===== config.mk =====
export PLATFORM = sky130hd
export DESIGN_NAME = text_character_statistics_flat
export DESIGN_NICKNAME = d
export VERILOG_FILES = /design/src/hw/rtl/tcs_pkg.sv /design/src/hw/rtl/tcs_if.sv /design/src/hw/rtl/tcs_hist_store.sv /design/src/hw/rtl/tcs_counters.sv /design/src/hw/rtl/tcs_report.sv /design/src/hw/rtl/text_character_statistics.sv /design/src/flat_wrapper.sv
export SDC_FILE = /design/constraint.sdc
export NUM_CORES = 2
export LEC_CHECK = 0
export BUFFER_PORTS_ARGS = -buffer_cell sky130_fd_sc_hd__buf_4
export CORE_MARGIN = 1.5
export CORE_UTILIZATION = 30
export DETAILED_ROUTE_END_ITERATION = 8
export GPL_TIMING_DRIVEN = 0
export SETUP_SLACK_MARGIN = 0.15
export SYNTH_ARGS = -nofsm -noshare
export SYNTH_HDL_FRONTEND = slang
export SYNTH_SLANG_ARGS = --single-unit

===== constraint.sdc =====
create_clock -name clk_i -period 10.6 [get_ports clk_i]
set_input_delay 1.06 -clock clk_i [delete_from_list [all_inputs] [get_ports clk_i]]
set_output_delay 1.06 -clock clk_i [all_outputs]
set_load 0.005 [all_outputs]

===== src/hw/rtl/tcs_pkg.sv =====
// Shared constants, types and helpers for the character statistics block.
package tcs_pkg;

  localparam int unsigned NumLetters = 26;
  localparam int unsigned LetterIdxW = 5;
  localparam int unsigned FieldW     = 32;
  localparam int unsigned SumW       = 31;
  localparam int unsigned NumClasses = 7;

  // class counter slots
  localparam int unsigned CcTotal  = 0;
  localparam int unsigned CcLetter = 1;
  localparam int unsigned CcUpper  = 2;
  localparam int unsigned CcLower  = 3;
  localparam int unsigned CcBlank  = 4;
  localparam int unsigned CcDigit  = 5;
  localparam int unsigned CcOther  = 6;

  localparam logic [7:0] ChLowA  = 8'h61;
  localparam logic [7:0] ChLowZ  = 8'h7A;
  localparam logic [7:0] ChUpA   = 8'h41;
  localparam logic [7:0] ChUpZ   = 8'h5A;
  localparam logic [7:0] ChZero  = 8'h30;
  localparam logic [7:0] ChNine  = 8'h39;
  localparam logic [7:0] ChSpace = 8'h20;
  localparam logic [7:0] ChTab   = 8'h09;

  localparam logic [LetterIdxW-1:0] LastLetter = LetterIdxW'(NumLetters - 1);
  localparam logic [SumW-1:0]       SumMax     = '1;

  typedef struct packed {
    logic [FieldW-1:0] total_chars;
    logic [FieldW-1:0] letter_total;
    logic [FieldW-1:0] ucase_total;
    logic [FieldW-1:0] lcase_total;
    logic [FieldW-1:0] blank_total;
    logic [FieldW-1:0] digit_total;
    logic [FieldW-1:0] other_total;
    logic [FieldW-1:0] number_count;
    logic [SumW-1:0]   number_sum;
  } tcs_totals_t;

  typedef struct packed {
    logic                  rd_en;
    logic [LetterIdxW-1:0] rd_addr;
  } tcs_rd_req_t;

  typedef struct packed {
    logic active;
    logic done;
  } tcs_rpt_ctrl_t;

  function automatic logic is_lower(input logic [7:0] b);
    is_lower = (b >= ChLowA) && (b <= ChLowZ);
  endfunction

  function automatic logic is_upper(input logic [7:0] b);
    is_upper = (b >= ChUpA) && (b <= ChUpZ);
  endfunction

  function automatic logic is_digit(input logic [7:0] b);
    is_digit = (b >= ChZero) && (b <= ChNine);
  endfunction

  function automatic logic is_blank(input logic [7:0] b);
    is_blank = (b == ChSpace) || (b == ChTab);
  endfunction

endpackage


===== src/hw/rtl/tcs_if.sv =====
// Valid/ready channel interfaces for the input byte stream and the report records.
interface tcs_in_if;
  logic       valid;
  logic       ready;
  logic [7:0] byte_req;
  logic       last;

  modport source (output valid, output byte_req, output last, input ready);
  modport sink (input valid, input byte_req, input last, output ready);
endinterface

interface tcs_out_if;
  logic        valid;
  logic        ready;
  logic [4:0]  letter_index;
  logic [31:0] letter_count;
  logic [31:0] total_chars;
  logic [31:0] letter_total;
  logic [31:0] ucase_total;
  logic [31:0] lcase_total;
  logic [31:0] blank_total;
  logic [31:0] digit_total;
  logic [31:0] other_total;
  logic [31:0] number_count;
  logic [30:0] number_sum;
  logic        last_record;

  modport source (output valid, output letter_index, output letter_count, output total_chars,
                  output letter_total, output ucase_total, output lcase_total,
                  output blank_total, output digit_total, output other_total,
                  output number_count, output number_sum, output last_record,
                  input ready);
  modport sink (input valid, input letter_index, input letter_count, input total_chars,
                input letter_total, input ucase_total, input lcase_total,
                input blank_total, input digit_total, input other_total,
                input number_count, input number_sum, input last_record,
                output ready);
endinterface


===== src/hw/rtl/tcs_hist_store.sv =====
// Letter histogram memory: synchronous read, write-to-read forwarding, per-entry valid bits.
module tcs_hist_store #(
  parameter int unsigned CountWidth = 32
) (
  input  logic                                 clk_i,
  input  logic                                 rst_ni,
  input  logic                                 rd_en_i,
  input  logic [tcs_pkg::LetterIdxW-1:0]       rd_addr_i,
  input  logic                                 wr_en_i,
  input  logic [tcs_pkg::LetterIdxW-1:0]       wr_addr_i,
  input  logic [CountWidth-1:0]                wr_data_i,
  input  logic                                 clr_i,
  output logic [CountWidth-1:0]                rd_data_o
);

  logic [CountWidth-1:0]           mem_q [tcs_pkg::NumLetters];
  logic [tcs_pkg::NumLetters-1:0]  vld_q;
  logic [CountWidth-1:0]           rdata_q;
  logic [CountWidth-1:0]           fwd_q;
  logic                            rvld_q;
  logic                            hit_q;

  always_ff @(posedge clk_i) begin
    if (wr_en_i) begin
      mem_q[wr_addr_i] <= wr_data_i;
    end
    if (rd_en_i) begin
      rdata_q <= mem_q[rd_addr_i];
      fwd_q   <= wr_data_i;
    end
  end

  always_ff @(posedge clk_i or negedge rst_ni) begin
    if (!rst_ni) begin
      vld_q  <= '0;
      rvld_q <= 1'b0;
      hit_q  <= 1'b0;
    end else begin
      if (clr_i) begin
        vld_q <= '0;
      end else if (wr_en_i) begin
        vld_q[wr_addr_i] <= 1'b1;
      end
      if (rd_en_i) begin
        rvld_q <= vld_q[rd_addr_i];
        // write landing on the same edge as the read: memory returns old data
        hit_q  <= wr_en_i && (wr_addr_i == rd_addr_i);
      end
    end
  end

  assign rd_data_o = hit_q ? fwd_q : (rvld_q ? rdata_q : '0);

endmodule


===== src/hw/rtl/tcs_counters.sv =====
// Class counters, digit run tracking and histogram increment.
module tcs_counters #(
  parameter int unsigned CountWidth = 32
) (
  input  logic                  clk_i,
  input  logic                  rst_ni,
  input  logic                  upd_i,
  input  logic [7:0]            byte_i,
  input  logic                  last_i,
  input  logic                  clr_i,
  input  logic [CountWidth-1:0] hist_old_i,
  output logic [CountWidth-1:0] hist_new_o,
  output tcs_pkg::tcs_totals_t  totals_o
);

  logic [CountWidth-1:0]     cls_q [tcs_pkg::NumClasses];
  logic [CountWidth-1:0]     cls_d [tcs_pkg::NumClasses];
  logic [CountWidth-1:0]     run_cnt_q, run_cnt_d;
  logic [tcs_pkg::SumW-1:0]  run_val_q, run_val_d;
  logic [tcs_pkg::SumW-1:0]  run_sum_q, run_sum_d;
  logic                      in_run_q, in_run_d;

  logic                      low, up, blank, dig;
  logic [tcs_pkg::SumW-1:0]  base, new_val, close_val, sum_new;
  logic [34:0]               v10;
  logic [31:0]               sum_wide;
  logic                      closing;

  function automatic logic [CountWidth-1:0] sat_inc(input logic [CountWidth-1:0] c);
    sat_inc = (&c) ? c : c + 1'b1;
  endfunction

  always_comb begin
    low   = tcs_pkg::is_lower(byte_i);
    up    = tcs_pkg::is_upper(byte_i);
    blank = tcs_pkg::is_blank(byte_i);
    dig   = tcs_pkg::is_digit(byte_i);

    // run value * 10 + digit, as shifts and adds
    base    = in_run_q ? run_val_q : '0;
    v10     = 35'({base, 3'b000}) + 35'({base, 1'b0}) + 35'(byte_i[3:0]);
    new_val = (v10 > 35'(tcs_pkg::SumMax)) ? tcs_pkg::SumMax : v10[tcs_pkg::SumW-1:0];

    // a run closes on a non-digit, or on a digit that ends the stream
    closing   = dig ? last_i : in_run_q;
    close_val = dig ? new_val : run_val_q;
    sum_wide  = 32'(run_sum_q) + 32'(close_val);
    sum_new   = sum_wide[31] ? tcs_pkg::SumMax : sum_wide[tcs_pkg::SumW-1:0];

    cls_d     = cls_q;
    run_cnt_d = run_cnt_q;
    run_val_d = run_val_q;
    run_sum_d = run_sum_q;
    in_run_d  = in_run_q;

    if (clr_i) begin
      for (int i = 0; i < int'(tcs_pkg::NumClasses); i++) begin
        cls_d[i] = '0;
      end
      run_cnt_d = '0;
      run_val_d = '0;
      run_sum_d = '0;
      in_run_d  = 1'b0;
    end else if (upd_i) begin
      cls_d[tcs_pkg::CcTotal] = sat_inc(cls_q[tcs_pkg::CcTotal]);
      if (low || up) begin
        cls_d[tcs_pkg::CcLetter] = sat_inc(cls_q[tcs_pkg::CcLetter]);
      end
      if (low) begin
        cls_d[tcs_pkg::CcLower] = sat_inc(cls_q[tcs_pkg::CcLower]);
      end
      if (up) begin
        cls_d[tcs_pkg::CcUpper] = sat_inc(cls_q[tcs_pkg::CcUpper]);
      end
      if (blank) begin
        cls_d[tcs_pkg::CcBlank] = sat_inc(cls_q[tcs_pkg::CcBlank]);
      end
      if (dig) begin
        cls_d[tcs_pkg::CcDigit] = sat_inc(cls_q[tcs_pkg::CcDigit]);
      end
      if (!(low || up || blank || dig)) begin
        cls_d[tcs_pkg::CcOther] = sat_inc(cls_q[tcs_pkg::CcOther]);
      end

      if (dig) begin
        if (!in_run_q) begin
          run_cnt_d = sat_inc(run_cnt_q);
        end
        run_val_d = closing ? '0 : new_val;
        in_run_d  = !closing;
      end else begin
        run_val_d = '0;
        in_run_d  = 1'b0;
      end
      if (closing) begin
        run_sum_d = sum_new;
      end
    end
  end

  always_ff @(posedge clk_i or negedge rst_ni) begin
    if (!rst_ni) begin
      for (int i = 0; i < int'(tcs_pkg::NumClasses); i++) begin
        cls_q[i] <= '0;
      end
      run_cnt_q <= '0;
      run_val_q <= '0;
      run_sum_q <= '0;
      in_run_q  <= 1'b0;
    end else begin
      cls_q     <= cls_d;
      run_cnt_q <= run_cnt_d;
      run_val_q <= run_val_d;
      run_sum_q <= run_sum_d;
      in_run_q  <= in_run_d;
    end
  end

  assign hist_new_o = sat_inc(hist_old_i);

  always_comb begin
    totals_o.total_chars  = tcs_pkg::FieldW'(cls_q[tcs_pkg::CcTotal]);
    totals_o.letter_total = tcs_pkg::FieldW'(cls_q[tcs_pkg::CcLetter]);
    totals_o.ucase_total  = tcs_pkg::FieldW'(cls_q[tcs_pkg::CcUpper]);
    totals_o.lcase_total  = tcs_pkg::FieldW'(cls_q[tcs_pkg::CcLower]);
    totals_o.blank_total  = tcs_pkg::FieldW'(cls_q[tcs_pkg::CcBlank]);
    totals_o.digit_total  = tcs_pkg::FieldW'(cls_q[tcs_pkg::CcDigit]);
    totals_o.other_total  = tcs_pkg::FieldW'(cls_q[tcs_pkg::CcOther]);
    totals_o.number_count = tcs_pkg::FieldW'(run_cnt_q);
    totals_o.number_sum   = run_sum_q;
  end

endmodule


===== src/hw/rtl/tcs_report.sv =====
// Report sequencer: sweeps the histogram memory and feeds the output register.
module tcs_report #(
  parameter int unsigned CountWidth = 32
) (
  input  logic                   clk_i,
  input  logic                   rst_ni,
  input  logic                   start_i,
  input  logic [CountWidth-1:0]  rd_data_i,
  input  tcs_pkg::tcs_totals_t   totals_i,
  output tcs_pkg::tcs_rd_req_t   rd_o,
  output tcs_pkg::tcs_rpt_ctrl_t ctrl_o,
  tcs_out_if.source              out_o
);

  localparam logic [tcs_pkg::LetterIdxW-1:0] IssEnd = tcs_pkg::LetterIdxW'(tcs_pkg::NumLetters);

  logic                            act_q;
  logic [tcs_pkg::LetterIdxW-1:0]  iss_q;
  logic                            pend_q;
  logic [tcs_pkg::LetterIdxW-1:0]  pidx_q;
  logic                            ovld_q;
  logic [tcs_pkg::LetterIdxW-1:0]  oidx_q;
  logic [tcs_pkg::FieldW-1:0]      ocnt_q;
  logic                            load, issue, done;

  // memory read data holds until the next read, so a stalled record just waits
  assign load  = pend_q && (!ovld_q || out_o.ready);
  assign issue = act_q && (iss_q != IssEnd) && (!pend_q || load);
  assign done  = ovld_q && out_o.ready && (oidx_q == tcs_pkg::LastLetter);

  always_ff @(posedge clk_i or negedge rst_ni) begin
    if (!rst_ni) begin
      act_q  <= 1'b0;
      iss_q  <= '0;
      pend_q <= 1'b0;
      ovld_q <= 1'b0;
    end else begin
      if (start_i) begin
        act_q <= 1'b1;
        iss_q <= '0;
      end else if (done) begin
        act_q <= 1'b0;
      end else if (issue) begin
        iss_q <= iss_q + 1'b1;
      end
      if (issue) begin
        pend_q <= 1'b1;
      end else if (load) begin
        pend_q <= 1'b0;
      end
      if (load) begin
        ovld_q <= 1'b1;
      end else if (out_o.ready) begin
        ovld_q <= 1'b0;
      end
    end
  end

  always_ff @(posedge clk_i) begin
    if (issue) begin
      pidx_q <= iss_q;
    end
    if (load) begin
      oidx_q <= pidx_q;
      ocnt_q <= tcs_pkg::FieldW'(rd_data_i);
    end
  end

  assign rd_o.rd_en   = issue;
  assign rd_o.rd_addr = iss_q;
  assign ctrl_o.active = act_q;
  assign ctrl_o.done   = done;

  assign out_o.valid        = ovld_q;
  assign out_o.letter_index = oidx_q;
  assign out_o.letter_count = ocnt_q;
  assign out_o.total_chars  = totals_i.total_chars;
  assign out_o.letter_total = totals_i.letter_total;
  assign out_o.ucase_total  = totals_i.ucase_total;
  assign out_o.lcase_total  = totals_i.lcase_total;
  assign out_o.blank_total  = totals_i.blank_total;
  assign out_o.digit_total  = totals_i.digit_total;
  assign out_o.other_total  = totals_i.other_total;
  assign out_o.number_count = totals_i.number_count;
  assign out_o.number_sum   = totals_i.number_sum;
  assign out_o.last_record  = (oidx_q == tcs_pkg::LastLetter);

endmodule


===== src/hw/rtl/text_character_statistics.sv =====
// Top level of the text character statistics block.
//
// Usage:
//   in_i  : one text byte per item (byte_req), with last marking the final byte
//           of a stream. Bytes are counted by class, lower case letters go into a
//           26-entry histogram, decimal digit runs are counted and summed.
//   out_o : produced only after a last byte: 26 records, letter a through z,
//           each with that letter's count and all stream totals; last_record
//           is set on the z record.
// Throughput and report order:
//   Ordinary bytes: one item per cycle. Accept issues the histogram read, the
//   next cycle increments and writes back (a same-entry write on the read's edge
//   is forwarded), so back-to-back bytes never stall.
//   Last byte: input is held off for the byte's update cycle plus the whole
//   report. The first record follows through the stage-1 register, the sweep
//   start, the first memory read and the output register; the sweep reads
//   ahead, one memory read per record, through the single histogram read port.
// Receiver stall: the record sits in the output register; the sweep pauses with
//   the next read result held in the memory's data register.
// Reset: all counts zero, histogram entries marked empty (they read as zero).
//   After the z record is taken every count and histogram entry clears at once.
module text_character_statistics #(
  parameter int unsigned COUNT_WIDTH = 32
) (
  input  logic      clk_i,
  input  logic      rst_ni,
  tcs_in_if.sink    in_i,
  tcs_out_if.source out_o
);

  // stage 1: byte whose histogram entry was read on accept
  logic        s1_vld_q;
  logic        s1_last_q;
  logic [7:0]  s1_byte_q;
  logic        accept;
  logic        start;

  logic [COUNT_WIDTH-1:0]           hist_old, hist_new;
  logic                             hs_rd_en, hs_wr_en;
  logic [tcs_pkg::LetterIdxW-1:0]   hs_rd_addr, hs_wr_addr;
  tcs_pkg::tcs_totals_t             totals;
  tcs_pkg::tcs_rd_req_t             rpt_rd;
  tcs_pkg::tcs_rpt_ctrl_t           rpt_ctrl;

  // input held while the last byte updates and while the report runs
  assign in_i.ready = !rpt_ctrl.active && !(s1_vld_q && s1_last_q);
  assign accept     = in_i.valid && in_i.ready;
  assign start      = s1_vld_q && s1_last_q;

  always_ff @(posedge clk_i or negedge rst_ni) begin
    if (!rst_ni) begin
      s1_vld_q  <= 1'b0;
      s1_last_q <= 1'b0;
    end else begin
      s1_vld_q  <= accept;
      s1_last_q <= accept && in_i.last;
    end
  end

  always_ff @(posedge clk_i) begin
    if (accept) begin
      s1_byte_q <= in_i.byte_req;
    end
  end

  // one read port: byte path outside the report, sweep during it
  always_comb begin
    if (rpt_ctrl.active) begin
      hs_rd_en   = rpt_rd.rd_en;
      hs_rd_addr = rpt_rd.rd_addr;
    end else begin
      hs_rd_en   = accept && tcs_pkg::is_lower(in_i.byte_req);
      hs_rd_addr = tcs_pkg::LetterIdxW'(in_i.byte_req - tcs_pkg::ChLowA);
    end
  end

  assign hs_wr_en   = s1_vld_q && tcs_pkg::is_lower(s1_byte_q);
  assign hs_wr_addr = tcs_pkg::LetterIdxW'(s1_byte_q - tcs_pkg::ChLowA);

  tcs_hist_store #(
    .CountWidth (COUNT_WIDTH)
  ) u_hist (
    .clk_i     (clk_i),
    .rst_ni    (rst_ni),
    .rd_en_i   (hs_rd_en),
    .rd_addr_i (hs_rd_addr),
    .wr_en_i   (hs_wr_en),
    .wr_addr_i (hs_wr_addr),
    .wr_data_i (hist_new),
    .clr_i     (rpt_ctrl.done),
    .rd_data_o (hist_old)
  );

  tcs_counters #(
    .CountWidth (COUNT_WIDTH)
  ) u_cnt (
    .clk_i      (clk_i),
    .rst_ni     (rst_ni),
    .upd_i      (s1_vld_q),
    .byte_i     (s1_byte_q),
    .last_i     (s1_last_q),
    .clr_i      (rpt_ctrl.done),
    .hist_old_i (hist_old),
    .hist_new_o (hist_new),
    .totals_o   (totals)
  );

  tcs_report #(
    .CountWidth (COUNT_WIDTH)
  ) u_rpt (
    .clk_i     (clk_i),
    .rst_ni    (rst_ni),
    .start_i   (start),
    .rd_data_i (hist_old),
    .totals_i  (totals),
    .rd_o      (rpt_rd),
    .ctrl_o    (rpt_ctrl),
    .out_o     (out_o)
  );

endmodule


===== src/flat_wrapper.sv =====
// flat-port wrapper written by rule: the top's interface ports become plain ports
module text_character_statistics_flat 
#(
  parameter int unsigned COUNT_WIDTH = 32
)
  (clk_i, rst_ni, in_i_valid, in_i_byte_req, in_i_last, in_i_ready, out_o_valid, out_o_letter_index, out_o_letter_count, out_o_total_chars, out_o_letter_total, out_o_ucase_total, out_o_lcase_total, out_o_blank_total, out_o_digit_total, out_o_other_total, out_o_number_count, out_o_number_sum, out_o_last_record, out_o_ready);
  tcs_in_if in_i_i ();
  tcs_out_if out_o_i ();
  input  logic clk_i;
  input  logic rst_ni;
  input wire logic [$bits(in_i_i.valid)-1:0] in_i_valid;
  input wire logic [$bits(in_i_i.byte_req)-1:0] in_i_byte_req;
  input wire logic [$bits(in_i_i.last)-1:0] in_i_last;
  output wire logic [$bits(in_i_i.ready)-1:0] in_i_ready;
  output wire logic [$bits(out_o_i.valid)-1:0] out_o_valid;
  output wire logic [$bits(out_o_i.letter_index)-1:0] out_o_letter_index;
  output wire logic [$bits(out_o_i.letter_count)-1:0] out_o_letter_count;
  output wire logic [$bits(out_o_i.total_chars)-1:0] out_o_total_chars;
  output wire logic [$bits(out_o_i.letter_total)-1:0] out_o_letter_total;
  output wire logic [$bits(out_o_i.ucase_total)-1:0] out_o_ucase_total;
  output wire logic [$bits(out_o_i.lcase_total)-1:0] out_o_lcase_total;
  output wire logic [$bits(out_o_i.blank_total)-1:0] out_o_blank_total;
  output wire logic [$bits(out_o_i.digit_total)-1:0] out_o_digit_total;
  output wire logic [$bits(out_o_i.other_total)-1:0] out_o_other_total;
  output wire logic [$bits(out_o_i.number_count)-1:0] out_o_number_count;
  output wire logic [$bits(out_o_i.number_sum)-1:0] out_o_number_sum;
  output wire logic [$bits(out_o_i.last_record)-1:0] out_o_last_record;
  input wire logic [$bits(out_o_i.ready)-1:0] out_o_ready;
  assign in_i_i.valid = in_i_valid;
  assign in_i_i.byte_req = in_i_byte_req;
  assign in_i_i.last = in_i_last;
  assign in_i_ready = in_i_i.ready;
  assign out_o_valid = out_o_i.valid;
  assign out_o_letter_index = out_o_i.letter_index;
  assign out_o_letter_count = out_o_i.letter_count;
  assign out_o_total_chars = out_o_i.total_chars;
  assign out_o_letter_total = out_o_i.letter_total;
  assign out_o_ucase_total = out_o_i.ucase_total;
  assign out_o_lcase_total = out_o_i.lcase_total;
  assign out_o_blank_total = out_o_i.blank_total;
  assign out_o_digit_total = out_o_i.digit_total;
  assign out_o_other_total = out_o_i.other_total;
  assign out_o_number_count = out_o_i.number_count;
  assign out_o_number_sum = out_o_i.number_sum;
  assign out_o_last_record = out_o_i.last_record;
  assign out_o_i.ready = out_o_ready;
  text_character_statistics #(.COUNT_WIDTH(COUNT_WIDTH)) u_core (.clk_i(clk_i), .rst_ni(rst_ni), .in_i(in_i_i), .out_o(out_o_i));
endmodule

# After elaboration in Yosys (flattened, before gate mapping)
# Memory sizes are Yosys's and may differ from the RTL's. A register that Yosys moved wholly into a read port is not among the register bits.
# Cells that the tools add are included.
# W data, S select, Z words.
# word_totals
mem_count,1
ram_bits,832
out_inout_bits,327
input_bits,13
reg_bits,439
word_cells,186
# memory_table
name,depth,word_bits,rd,rd_ports_with_merged_regs,wr,line_no,rtl
u_core.u_hist.mem_q,26,32,1,1,1,tcs_hist_store.sv:16,logic [CountWidth-1:0] mem_q [tcs_pkg::NumLetters];
# op_classes
eq_ne,16
muxes,57
n_bitwise,1
n_lt_le_gt_ge,12
n_addsub,15
reduce_logical,59
# ops
operator,count
$mux W32,21
$mux W224,2
$mux W31,11
$add A32 B1 Y32 const B,9
$reduce_and A32 Y1,9
$mux W26,2
$add A34 B32 Y35,1
$add A35 B4 Y35,1
$gt A35 B31 Y1 const B,1
$add A31 B31 Y32,1
$or A26 B26 Y26,1
$ge A8 B7 Y1 const B,3
$le A8 B7 Y1 const B,3
$reduce_bool A2 Y1,12
$mux W5,4
$ne A2 B2 Y1 const B,10
$reduce_and A3 Y1,6
$logic_and A1 B1 Y1,17
$mux W1,15
$lt A5 B6 Y1 const B,2
$sub A5 B1 Y5 const B,2
$eq A8 B4 Y1 const B,1
$eq A8 B6 Y1 const B,1
$ge A8 B6 Y1 const B,1
13 further kinds,24

# Logic depth before layout (Yosys ltp)
# logic_depth
word_depth,11
mapped_depth,27
ltp_nobuf,26

# Cells and area by module
# A second synthesis with hierarchy kept.
# hier_totals
hier_cells,4543
hier_area_um2,60392.9
# by_module_without_submodules
mod,area_per_inst_um2,n_inst,seq_area_each_um2,cells_per_inst
tcs_hist_store,35370.2,1,27606.5,1736
tcs_counters,20504.7,1,7982.7,2374
tcs_report,3901.2,1,1461.4,377
text_character_statistics,616.8,1,290.3,56

# Least setup slack after synthesis
# No wires, ideal clock.
# synth_path
path_kind,reg2reg
startpoint,register u_core.u_cnt.in_run_q
endpoint,register u_core.u_cnt.run_sum_q[10] (netlist bit)
setup_time_ps,126
path_buffers,5
path_slack_ps,4341
period_less_slack_ps,6259
stages_incl_launch_ff,28
required_ps,10474
arrival_ps,6133
path_cell_list,dfrtp_1 clkbuf_1 clkbuf_1 and2_1 ha_1 inv_1 fa_1 nand2b_1 a211oi_1 o21ai_0 o211a_1 o21ai_1 a21oi_1 nor3_2 nor3_4 buf_6 a31oi_1 ha_1 a21oi_1 nand2_1 or4_1 o211ai_1 a21oi_1 a221oi_1 and3b_1 buf_2 buf_2 a21oi_1
# synth_via
elab_chain_len,11
elab_cells_between_ends,14
cone_classes,3 x add/sub; 1 x order compare; 8 x mux; 2 x reduce/logical
# synth_lines
item,line_no,rtl
"start, declared",tcs_counters.sv:21,"logic in_run_q, in_run_d;"
"start signal, assigned",tcs_counters.sv:115,in_run_q <= in_run_d;
$mux W31,tcs_counters.sv:40,base = in_run_q ? run_val_q : '0;
$add A34 B32 Y35,tcs_counters.sv:41,"v10 = 35'({base, 3'b000}) + 35'({base, 1'b0}) + 35'(byte_i[3:0]);"
$add A35 B4 Y35,tcs_counters.sv:41,
$gt A35 B31 Y1,tcs_counters.sv:42,new_val = (v10 > 35'(tcs_pkg::SumMax)) ? tcs_pkg::SumMax : v10[tcs_pkg::SumW-1:0];
$mux W31,tcs_counters.sv:42,
$mux W31,tcs_counters.sv:46,close_val = dig ? new_val : run_val_q;
$add A31 B31 Y32,tcs_counters.sv:47,sum_wide = 32'(run_sum_q) + 32'(close_val);
$mux W31,tcs_counters.sv:48,sum_new = sum_wide[31] ? tcs_pkg::SumMax : sum_wide[tcs_pkg::SumW-1:0];
$mux W31,tcs_counters.sv:95,if (closing) begin
$mux W31,tcs_counters.sv:64,end else if (upd_i) begin
$mux W31,tcs_counters.sv:56,if (clr_i) begin
"end signal, assigned",tcs_counters.sv:114,run_sum_q <= run_sum_d;
"end, declared",tcs_counters.sv:20,"logic [tcs_pkg::SumW-1:0] run_sum_q, run_sum_d;"
# Parallel ways exist; a longest one is shown, timed or not. The select of a mux whose other input is x is not followed.
# A chain may end at the register's enable or synchronous reset.

# Worst setup path in the final report
# Same ends and word-level chain as after synthesis.

==> flow_metrics.tcl <==
set metrics [dict create \
    numCtsBuffers 143 \
    rows 160 \
    p_switching_w 0.00629 \
    synth_top_area_frac 0.492 \
    finalCriticalPeriod_ns 8.37 \
    fmax_ghz 0.119 \
    syn_inst 4271 \
    yosys_warnings 0 \
    max-cap-violations 0 \
    combPwrFrac 0.326 \
    gp_congestion 0.884 \
    wl_met3_mm 12.2 \
    clkTransAtPathRegs_ns 0.06 \
    slew_headroom 0.150 \
    dp_hpwl_mm 122 \
    grt_pass1_wl_mm 252 \
    h-tree-depth 4 \
    fin_cells 7455 \
    dr_wl_met2_mm 80.8 \
    die-area_sq_mm 0.195 \
    finalSetupViolCount 0 \
    r2r_slack_ns 2.23 \
    start_kind "register" \
    io_buffers 339 \
    wl_met1_mm 71.4 \
    chipHeight_um 442 \
    finalMaxSlewViolations 0 \
    synth.area.top_cells "edfxtp_1 (49%), dfrtp_1 (15%), mux4_2 (7.7%)" \
    synth_edf_count 946 \
    drtIter0Drc 3724 \
    timing.rr.start "u_core.u_cnt.in_run_q" \
    postCtsHoldBufs 0 \
    tightest_slew_ns 1.27 \
    swShare 0.350 \
    core_area_sq_mm 0.191 \
    status "completed" \
    power.density_mw_per_mm2 258 \
    drive_above_1_share 0.192 \
    final_nets 4953 \
    vias_per_cell 5.15 \
    power.leakage_nw 25.8 \
    yosysUniqueCellTypes 87 \
    path_class "reg2reg" \
    cts_tree "done" \
    syn-num-nets 4397 \
    rr_worst_depth 25 \
    wl_per_cell_um 22.9 \
    grt_max_degree 112 \
    cp.required_ns 11.25 \
    post-cts-setup-buffers 0 \
    register_area_sq_mm 0.0373 \
    power.internal_w 0.0117 \
    cts_resized 0 \
    p_seq_frac 0.399 \
    syn_avg_cell_area_sq_um 13.5 \
    start_util 0.303 \
    fin_crit_sh 0.790 \
    ys.flop_type "edfxtp_1" \
    hold_class "in2async" \
    peakVddDrop_v 0.000172 \
    r2r-end "u_core.u_cnt.run_sum_q[10]" \
    fin_skew_ns 0.0604 \
    io_pins 340 \
    numPlacedInstances 7193 \
    synth_most_common_cell "edfxtp_1" \
    grt_usage 0.172 \
    top_layer "met5" \
    vias 38400 \
    drc 0 \
    ant_nets 0 \
    cts_root_buf "clkbuf_16" \
    yosysTopAreaCell "edfxtp_1" \
    syn_to_final_growth_pct 20.5 \
    endpoint_kind "register" \
    routed_wl_mm 171 \
    clkPwrFrac 0.275 \
    ys_ff_latch 1303 \
    synth_commonest_cells "edfxtp_1 (946), nand2_1 (472), nor2_1 (463)" \
    clock_sinks 1303 \
    ctsLongestPathBuffers 3 \
    dr.pass1.iters 5 \
    die_w_um 442 \
    synth_seq_area_share 0.647 \
    async_reset_ff_frac 0.274 \
    crit_fanout 10 \
    clock_latency_ns 0.80 \
    nFillCells 18200 \
    rsz0062_at_grt "no" \
    grt_overflow_total 0 \
    syn_area_sq_mm 0.0577 \
    grt_antenna_before_repair 17 \
    hold_viol 0 \
    fin_setup_tns_ns 0 \
    arrival_ns 9.02 \
    grt_pass1_vias 37700 \
    multi_input_area_sq_mm 0.0198 \
]
-- final cells by class --
cell class / instances / share of cell area
Sequential cell: 1303 / 0.537
Tap cell: 2511 / 0.0452
Antenna cell: 8 / 0.000288
Clock inverter: 76 / 0.0124
Multi-Input combinational cell: 2723 / 0.285
Buffer: 190 / 0.0114
Clock buffer: 178 / 0.0543
Timing Repair Buffer: 411 / 0.0521
Inverter: 55 / 0.00297
-- cell usage in the layout (no fill, tap or decap), drive strengths merged, types with 6 or more instances in the layout --
cell type,synthesis,routed
a31oi,33,33
dfrtp,357,357
clkinv,0,50
mux2i,18,18
clkbuf,137,316
or3,29,29
or2,8,8
bufinv,0,10
a31o,6,6
xnor2,104,104
o21ai,143,143
inv,55,66
nand2,472,472
edfxtp,946,946
nor2b,14,14
xor2,212,212
a21boi,6,6
nand2b,17,17
a21o,26,26
nor4,20,20
a22oi,7,7
ha,111,111
diode,0,8
o211ai,32,32
mux4,198,198
a211oi,22,22
and3,42,42
o21bai,9,9
nand4b,6,6
a22o,20,20
a21oi,181,181
nor2,465,465
and4,36,36
buf,52,462
nand4,80,80
nor3,41,41
o21a,14,14
nand3,218,218
and2,58,58
-- worst max-delay path: stages, from the launching register on --
cell       delay, ns
dfrtp_1         0.31
clkbuf_1        0.59
clkbuf_1        0.35
and2_1          0.24
ha_1            0.25
ha_1            0.34
o21ai_0         0.13
o21ai_0         0.25
a211oi_1        0.19
a2111oi_0       1.02
nor4_1          0.14
nor3_2          0.70
nor3_4          0.21
buf_6           0.22
a31oi_1         0.26
ha_1            0.35
a21oi_1         0.30
nand2_1         0.07
or4_1           0.53
o211ai_1        0.31
a21oi_1         0.21
a221oi_1        0.41
and3b_1         0.21
buf_2           0.26
buf_2           0.27
a21oi_1         0.10
-- power by group through the flow --
| stage | Combinational (W) | Clock [W] | Sequential, W |
|---|---|---|---|
| after floorplan | 0.00329 | 0 | 0.00716 |
| after global placement | 0.00560 | 0 | 0.00728 |
| after detailed placement | 0.00585 | 0 | 0.00726 |
| after CTS | 0.00588 | 0.00506 | 0.00717 |
| after global routing | 0.00631 | 0.00524 | 0.00725 |
| final | 0.00585 | 0.00495 | 0.00717 |
-- flip-flops by register name, summed over array words and instances, names as in the netlist, 5 cells and up --
register,count
u_core.u_hist.rdata_q,32
u_core.s1_byte_q,8
u_core.u_cnt.run_sum_q,31
u_core.u_rpt.out_o.letter_index,5
u_core.u_cnt.run_cnt_q,32
u_core.u_rpt.pidx_q,5
u_core.u_cnt.run_val_q,31
u_core.u_hist.mem_q,832
u_core.u_hist.vld_q,26
u_core.u_hist.fwd_q,32
u_core.u_rpt.iss_q,5
u_core.u_rpt.out_o.letter_count,32
u_core.u_cnt.totals_o,224
-- worst max-delay path by stage --
| stage | start | end | slack (ns) | cells past startpoint |
|---|---|---|---|---|
| 2_1_floorplan | u_core.u_cnt.in_run_q | u_core.u_cnt.run_sum_q[10] | 4.34 | 27 |
| 4_1_cts | u_core.u_cnt.in_run_q | u_core.u_cnt.run_sum_q[10] | 2.31 | 25 |
| 6_report | u_core.u_cnt.in_run_q | u_core.u_cnt.run_sum_q[10] | 2.23 | 25 |
| 3_3_place_gp | u_core.s1_byte_q[0] | u_core.u_hist.mem_q[18][15] | 2.18 | 7 |
| 3_5_place_dp | u_core.u_cnt.in_run_q | u_core.u_cnt.run_sum_q[10] | 2.33 | 27 |
| 5_1_grt | u_core.u_cnt.in_run_q | u_core.u_cnt.run_sum_q[11] | 1.70 | 25 |
-- per-layer routing --
layer  vias up  global-route usage
li1      17000                   -
met1     19600               0.230
met2      1469               0.274
met3       302              0.0327
met4         2              0.0702
met5         -                   0
-- metrics by stage --
stage / hold WS, ns / total power [W] / area [sq um] / setup WS (ns) / util
after floorplan: 0.400 / 0.0104 / 57700 / 4.34 / -
after global placement: 0.406 / 0.0129 / 63400 / 2.18 / 0.333
final: 0.215 / 0.0180 / 69600 / 2.23 / 0.365
after detailed placement: 0.408 / 0.0131 / 64900 / 2.33 / 0.340
after CTS: 0.189 / 0.0181 / 69500 / 2.31 / 0.365
after global routing: 0.218 / 0.0188 / 69600 / 1.70 / 0.365
-- cell families (layout without fill, tap and decap cells) --
family | after synthesis | after routing | synth area share
and+or+nand+nor | 1527 | 1527 | 0.123
AOI/OAI and AO/OA | 549 | 549 | 0.0600
adders and majority gates | 113 | 113 | 0.0247
muxes | 218 | 218 | 0.0807
xor gates and xnor gates | 316 | 316 | 0.0479
other | 0 | 8 | 0
DFF | 1303 | 1303 | 0.647
buffers and inverters | 245 | 910 | 0.0173
Power figures use the tool's default switching activity.
